[src/hw/rtl/ske_pkg.sv]
`timescale 1ns / 1ps

package ske_pkg;

    localparam int MAX_KMER     = 8;
    localparam int BITMAP_DEPTH = 1048576;
    localparam int TABLE_DEPTH  = 256;

    localparam int CODE_W  = 40;
    localparam int SYM_W   = 5;
    localparam int CHAR_W  = 8;
    localparam int POS_W   = 16;
    localparam int KLEN_W  = 4;
    localparam int RADIX_W = 6;
    localparam int CNT_W   = $clog2(MAX_KMER + 1);
    localparam int TBL_AW  = $clog2(TABLE_DEPTH);

    localparam int ROW_W   = 64;
    localparam int ROW_BW  = $clog2(ROW_W);
    localparam int BM_AW   = $clog2(BITMAP_DEPTH);
    localparam int ROW_AW  = BM_AW - ROW_BW;
    localparam int BM_ROWS = (BITMAP_DEPTH + ROW_W - 1) / ROW_W;

    localparam logic [CODE_W:0] BM_LIMIT = (CODE_W + 1)'(BITMAP_DEPTH);
    localparam logic [CHAR_W-1:0] CASE_MASK = 8'hDF;

    localparam int APB_AW = 4;
    localparam int APB_DW = 32;

    localparam logic [1:0] REG_KMER_LEN = 2'd0;
    localparam logic [1:0] REG_STRIDE   = 2'd1;
    localparam logic [1:0] REG_ALPHABET = 2'd2;

    localparam logic [KLEN_W-1:0]  KLEN_RST  = 4'd6;
    localparam logic [POS_W-1:0]   STRIDE_RST = 16'd1;
    localparam logic [RADIX_W-1:0] ALPHA_RST = 6'd25;

    localparam logic CMD_LOAD = 1'b0;
    localparam logic CMD_CHAR = 1'b1;

    typedef struct packed {
        logic             foreign;
        logic [SYM_W-1:0] code;
    } t_tab_entry;

    typedef struct packed {
        logic              rd_en;
        logic              set_en;
        logic [ROW_AW-1:0] row;
        logic [ROW_BW-1:0] bsel;
    } t_bm_ctl;

    typedef struct packed {
        logic busy;
        logic was_set;
    } t_bm_stat;

endpackage

[src/hw/rtl/ske_cell.sv]
`timescale 1ns / 1ps

module ske_cell
    import ske_pkg::*;
(
    input  logic               i_clk,
    input  logic               i_shift,
    input  logic               i_active,
    input  logic [RADIX_W-1:0] i_radix,
    input  logic [SYM_W-1:0]   i_sym,
    output logic [SYM_W-1:0]   o_sym,
    input  logic [CODE_W-1:0]  i_acc,
    output logic [CODE_W-1:0]  o_acc
);

    logic [SYM_W-1:0]  r_sym;
    logic [CODE_W-1:0] r_acc;
    logic [CODE_W-1:0] n_acc;

    always_comb begin
        n_acc = CODE_W'(i_acc * i_radix) + CODE_W'(i_active ? r_sym : '0);
    end

    always_ff @(posedge i_clk) begin
        if (i_shift) begin
            r_sym <= i_sym;
        end
        r_acc <= n_acc;
    end

    assign o_sym = r_sym;
    assign o_acc = r_acc;

endmodule

[src/hw/rtl/ske_chain.sv]
`timescale 1ns / 1ps

module ske_chain
    import ske_pkg::*;
(
    input  logic               i_clk,
    input  logic               i_shift,
    input  logic               i_clear,
    input  logic [SYM_W-1:0]   i_sym,
    input  logic [CNT_W-1:0]   i_k,
    input  logic [RADIX_W-1:0] i_radix,
    output logic [CODE_W-1:0]  o_acc
);

    logic [SYM_W-1:0]  w_sym [MAX_KMER];
    logic [SYM_W-1:0]  w_sin [MAX_KMER];
    logic [CODE_W-1:0] w_acc [MAX_KMER+1];

    assign w_acc[MAX_KMER] = '0;

    for (genvar j = 0; j < MAX_KMER; j++) begin : g_cell
        if (j == 0) begin : g_head
            assign w_sin[j] = i_sym;
        end else begin : g_body
            assign w_sin[j] = i_clear ? '0 : w_sym[j-1];
        end

        ske_cell u_cell (
            .i_clk    (i_clk),
            .i_shift  (i_shift),
            .i_active (CNT_W'(j) < i_k),
            .i_radix  (i_radix),
            .i_sym    (w_sin[j]),
            .o_sym    (w_sym[j]),
            .i_acc    (w_acc[j+1]),
            .o_acc    (w_acc[j])
        );
    end

    assign o_acc = w_acc[0];

endmodule

[config.mk]
export PLATFORM = sky130hd
export DESIGN_NAME = ske_chain
export DESIGN_NICKNAME = d
export VERILOG_FILES = /design/src/hw/rtl/ske_pkg.sv /design/src/hw/rtl/ske_cell.sv /design/src/hw/rtl/ske_chain.sv
export SDC_FILE = /design/constraint.sdc
export NUM_CORES = 2
export LEC_CHECK = 0
export BUFFER_PORTS_ARGS = -buffer_cell sky130_fd_sc_hd__buf_2
export CORE_UTILIZATION = 53
export DETAILED_ROUTE_END_ITERATION = 6
export PLACE_DENSITY = 0.7
export SYNTH_ARGS = -nofsm -noshare
export SYNTH_HDL_FRONTEND = slang
export SYNTH_HIERARCHICAL = 1
export SYNTH_SLANG_ARGS = --single-unit
[constraint.sdc]
create_clock -name i_clk -period 5.1 [get_ports i_clk]
set_input_delay 0.51 -clock i_clk [delete_from_list [all_inputs] [get_ports i_clk]]
set_output_delay 0.51 -clock i_clk [all_outputs]
set_load 0.005 [all_outputs]
; ---- Word level (Yosys, flattened, before mapping)
; Cells that the tools add are included.
[op_classes]
add_sub_neg = 7
multipliers = 7
order_cmp = 8
muxes = 7
[op_table]
columns = operator, n
row1 = 40-bit adder, 7
row2 = 40-bit by 6-bit multiplier with 40-bit output, 7
row3 = 5-bit 2-to-1 mux, 7
row4 = 3-bit by 4-bit < comparator with 1-bit output (first input constant), 4
row5 = 1-bit by 4-bit < comparator with 1-bit output (first input constant), 2
row6 = 2-bit by 4-bit < comparator with 1-bit output (first input constant), 2
[totals]
register_bits = 360
inputBits = 18
output_inout_bits = 40
word_cells = 46

; ---- Depth between registers and ports, before layout
[logic_depth]
depth_word = 3
mapped_depth = 19
mapped_depth_nobuf = 17

; ---- Hierarchy
; The synthesis kept the hierarchy.
[by_module_without_submodules]
columns = module, n_inst, cells_per_inst, area_per_inst_um2, seq_area_each_um2
row1 = ske_cell (g_cell[2].u_cell ...), 3, 825, 8061.5, 950.9
row2 = ske_cell (g_cell[7].u_cell), 1, 846, 8281.7, 950.9
row3 = ske_cell (g_cell[0].u_cell), 1, 845, 8180.3, 950.9
row4 = ske_cell (g_cell[6].u_cell), 1, 826, 8056.5, 950.9
row5 = ske_cell (g_cell[1].u_cell), 1, 817, 8001.4, 950.9
row6 = ske_cell (g_cell[5].u_cell), 1, 805, 7957.6, 950.9
row7 = ske_chain, 1, 47, 295.3, 0.0

; ---- Worst setup path before layout
; No wires, ideal clock.
[synth_path]
path_kind = input to register
startpoint = in i_radix[2]
endpoint = reg g_cell[1].u_cell.r_acc[30]
setup_time_ns = 0.123
arrival_time_ns = 4.845
t_required_ns = 4.977
slack_ns = 0.132
path_stages = 16
n_path_buf = 2
path_cell_list = clkbuf_1 -> clkbuf_1 -> and2_1 -> fa_1 -> fa_1 -> fa_1 -> ha_1 -> ha_1 -> and4_4 -> a221o_1 -> a311o_1 -> a41oi_2 -> nor4bb_1 -> a211oi_1 -> o21ai_1 -> xor2_1
[synth_via]
elab_chain_cells = 2
[synth_rtl]
columns = element, line
row1 = "start, declared", ske_chain.sv:11  ; input logic [RADIX_W-1:0] i_radix,
row2 = 40-bit by 6-bit multiplier with 40-bit output, ske_cell.sv:21  ; n_acc = CODE_W'(i_acc * i_radix) + CODE_W'(i_active ? r_sym : '0);
row3 = 40-bit adder, ske_cell.sv:21
row4 = via g_cell[1].u_cell.n_acc[30], ske_cell.sv:18  ; logic [CODE_W-1:0] n_acc;
row5 = "end signal, assigned", ske_cell.sv:28  ; r_acc <= n_acc;
row6 = "end, declared", ske_cell.sv:17  ; logic [CODE_W-1:0] r_acc;
; The timed path passes the listed nets, and every way through them passes these cells.
; A chain may end at the register's enable or synchronous reset.

; ---- Worst setup path in the final report
[layout_path]
startpoint = reg g_cell[6].u_cell.r_acc[8]
endpoint = reg g_cell[5].u_cell.r_acc[36]
[layout_via]
elab_chain_cells = 2
[layout_rtl]
columns = element, line
row1 = "start, declared", ske_cell.sv:17
row2 = "start signal, assigned", ske_cell.sv:28
row3 = 40-bit by 6-bit multiplier with 40-bit output, ske_cell.sv:21
row4 = 40-bit adder, ske_cell.sv:21
row5 = via g_cell[5].u_cell.n_acc[36], ske_cell.sv:18
row6 = "end signal, assigned", ske_cell.sv:28
row7 = "end, declared", ske_cell.sv:17
; The timed path passes the listed nets, and every way through them passes these cells.

==> impl_results.md <==
- Status: completed
- First-pass GRT wire length: 262000 um
- Ys Warns: 6
- Crit-path most repeated cell: fa_1
- Iteration-0 DRC Markers: 2565
- Vias per std cell: 5.38
- CTS Buffer Depth: 3
- Pre-antenna DRT Iters: 6
- Worst skew pair latency: 0.65 ns
- Startpoint types: flip-flop
- Critical path's largest stage delay: 0.57 ns
- Largest net degree at the start of global routing: 50
- Fin crit period: 4.92 ns
- CTS tree: done
- Worst slew pin tran: 1.00 ns
- Crit-path cells: and2_1, fa_1, fa_1, fa_1, ha_1, ha_1, and3_1, a21boi_0, a21oi_1, buf_4, a211oi_2, buf_4, o2111ai_1, a31oi_2, nor4b_1, a311o_1
- F_max: between 0.2 and 0.25 GHz
- Drc violations: 0
- Final HPWL DP: 130000 um
- Antenna cells: 0
- Final WL: 155000 um
- CP Data Required Time: between 5 and 6 ns
- Die area: 0.124 mm^2
- Sequential-to-total area share from yosys stat: 11.7%
- CTS sink count: 360
- Final setup violation count: 0
- DR top layer: met5
- CP delay by family, top: adder cells
- WL met2: around 73000 um
- Clock Skews: 0.0253 ns
- Grt total ovfl: 0
- Area Overhead vs Synth: 14.9%
- Mapped Area: 0.0650 mm^2
- Max Slew Vio Count: 0
- Placed Instances: 9047
- Post-DRT Antenna Nets: 0
- Chip Width: 352 um
- Num CTS Buffers: 52
- Initial core utilization: 53.4%
- Clock-pin slew on the worst setup and hold paths: about 0.060 ns
- Maxcap violations: 0
- Synth Instances: 6661
- Core box area: 0.122 mm^2
- Count of flip-flops with a built-in enable after synthesis: 40
- Slowest stage cell on the critical path: fa_1
- Worst Path Arrival: roughly 5.5 ns
- Initial antenna violation count: 11
- Mapped Avg Cell Area: 9.75 um^2
- CP endpoint kind: flip-flop
- Root Buffer: clkbuf_16
- Crit Path Max Fanout: 6
- Total Nets Final: 9290
- Post-layout instance area: 0.0746 mm^2
- Chip Height: 352 um
- Max_slew headroom: 33.0%
- H-tree depth: 2
- CP Class: flip-flop to flip-flop
- Tcrit/Tclk final: 96.5%
- Gr usage total: 25.7%
- WP buf/inv: 2
- Post-synth top flop: dfxtp_1
- Layout cells sized above 1: approximately an eighth
- Num rows: between 100 and 150
- Port Buf Inserts: 57
- Synthesized flop and latch total: 360
- Min-delay worst type: input port to flip-flop
- DP Area: 0.0729 mm^2
- Fin. Hold Viols: 0
- Vias in the first global route: 52500
- Unrepaired setup endpoints after global routing: no
- Number of post-CTS setup repair buffers: 0
- Met3 WL: 9370 um
- Post-DR wirelength/cell: 17.0 um
- I/O pin total: 58
- Via count: approximately 49000
- Met1 Wirelength: 68700 um
- Async SR Flop Fraction: 0%
- Yosys cell types: 109
- Non-filler cells, final: 9147
- Final GP Congestion: 0.931
-- timing repair --
action,4_1_cts,5_1_grt
hold endpoints to repair,4,0
gates resized for setup,0,4
hold buffers,4,0
setup endpoints to repair,0,3
-- cells by family (layout without fill, tap and decap cells) --
kind of cell             Yosys count  in the layout  share of synthesized area, %
AO/OA/AOI/OAI                    947            947                          9.97
XOR/XNOR                         346            346                          4.67
adder cells (fa/ha/maj)         1792           1792                          47.7
buffers and inverters            651           1288                          3.84
flip-flops                       360            360                          11.7
multiplexers                       3              3                        0.0482
other                              1            225                       0.00577
AND/OR/NAND/NOR                 2561           2561                          22.0
-- synthesized netlist by cell type (122+ instances only) --
library cell	n	area (um^2)
dfxtp_1	320	6410
inv_1	417	1570
a21oi_1	278	1390
xnor2_1	237	2080
a21o_1	145	1090
and2_1	1509	9440
clkbuf_1	207	777
o21ai_0	122	611
nor2_1	155	582
fa_1	1144	22900
nand2_1	532	2000
ha_1	648	8110
-- cells in the final DEF (no fill, tap or decap), drive strengths merged, types with 17 or more instances in the layout --
| master | count |
|---|---|
| o211ai | 30 |
| and2 | 1509 |
| buf | 767 |
| nand4 | 38 |
| nor2 | 156 |
| o21bai | 47 |
| and3 | 51 |
| o21ai | 158 |
| a21oi | 304 |
| fa | 1144 |
| clkinv | 17 |
| xor2 | 109 |
| ha | 648 |
| nand2 | 536 |
| dfxtp | 320 |
| nor3 | 38 |
| xnor2 | 237 |
| o21a | 28 |
| nand3 | 77 |
| a21o | 148 |
| a211oi | 54 |
| clkbuf | 69 |
| edfxtp | 40 |
| nor2b | 59 |
| nand2b | 28 |
| or3 | 18 |
| inv | 423 |
| conb | 225 |
| a31oi | 53 |
-- routing by layer --
layer	vias to the layer above	global-route usage, %
li1	23200	-
met1	24800	34.4
met2	959	42.2
met3	247	5.24
met4	8	7.17
met5	-	0
-- cell type report --
class                           instances  area [um^2]
Clock buffer                           65         1430
Multi-Input combinational cell       5874        55700
Fill cell                           10300        47100
Tap cell                             1625         2030
Timing Repair Buffer                  775         6020
Inverter                              417         1570
Sequential cell                       360         7610
Clock inverter                         31          277
-- stage by stage --
step / setup slack (ns) / TNS [ns] / util [%] / hold slack [ns]
final: 0.177 / 0 / 61.3 / 0.0639
after global routing: 0.0153 / 0 / 61.3 / 0.0298
after CTS: 0.159 / 0 / 61.3 / 0.0123
after detailed placement: -0.309 / -11.49 / 59.9 / 0.544
after global placement: -0.249 / -6.75 / 59.9 / 0.542
after floorplan: 0.132 / 0 / - / 0.528
-- path summary, 6_finish.rpt --
kind	startpoint	to	slack, ns	cells after the start
worst min-delay path	i_sym[2]	g_cell[0].u_cell/o_sym[2]	0.06	1
worst max register to register	g_cell[6].u_cell/o_acc[8]	g_cell[5].u_cell/o_acc[36]	0.18	16
worst max-delay path	g_cell[6].u_cell/o_acc[8]	g_cell[5].u_cell/o_acc[36]	0.18	16
worst min register to register	g_cell[6].u_cell/o_sym[1]	g_cell[7].u_cell/o_sym[1]	0.56	1
-- state kept, by name, indices dropped and copies added (netlist names) --
signal               flops
g_cell.u_cell/o_sym     40
g_cell.u_cell/o_acc    320
Power is not shown: default switching activity piles up to over one toggle a cycle in this logic, so the estimate is an artifact.
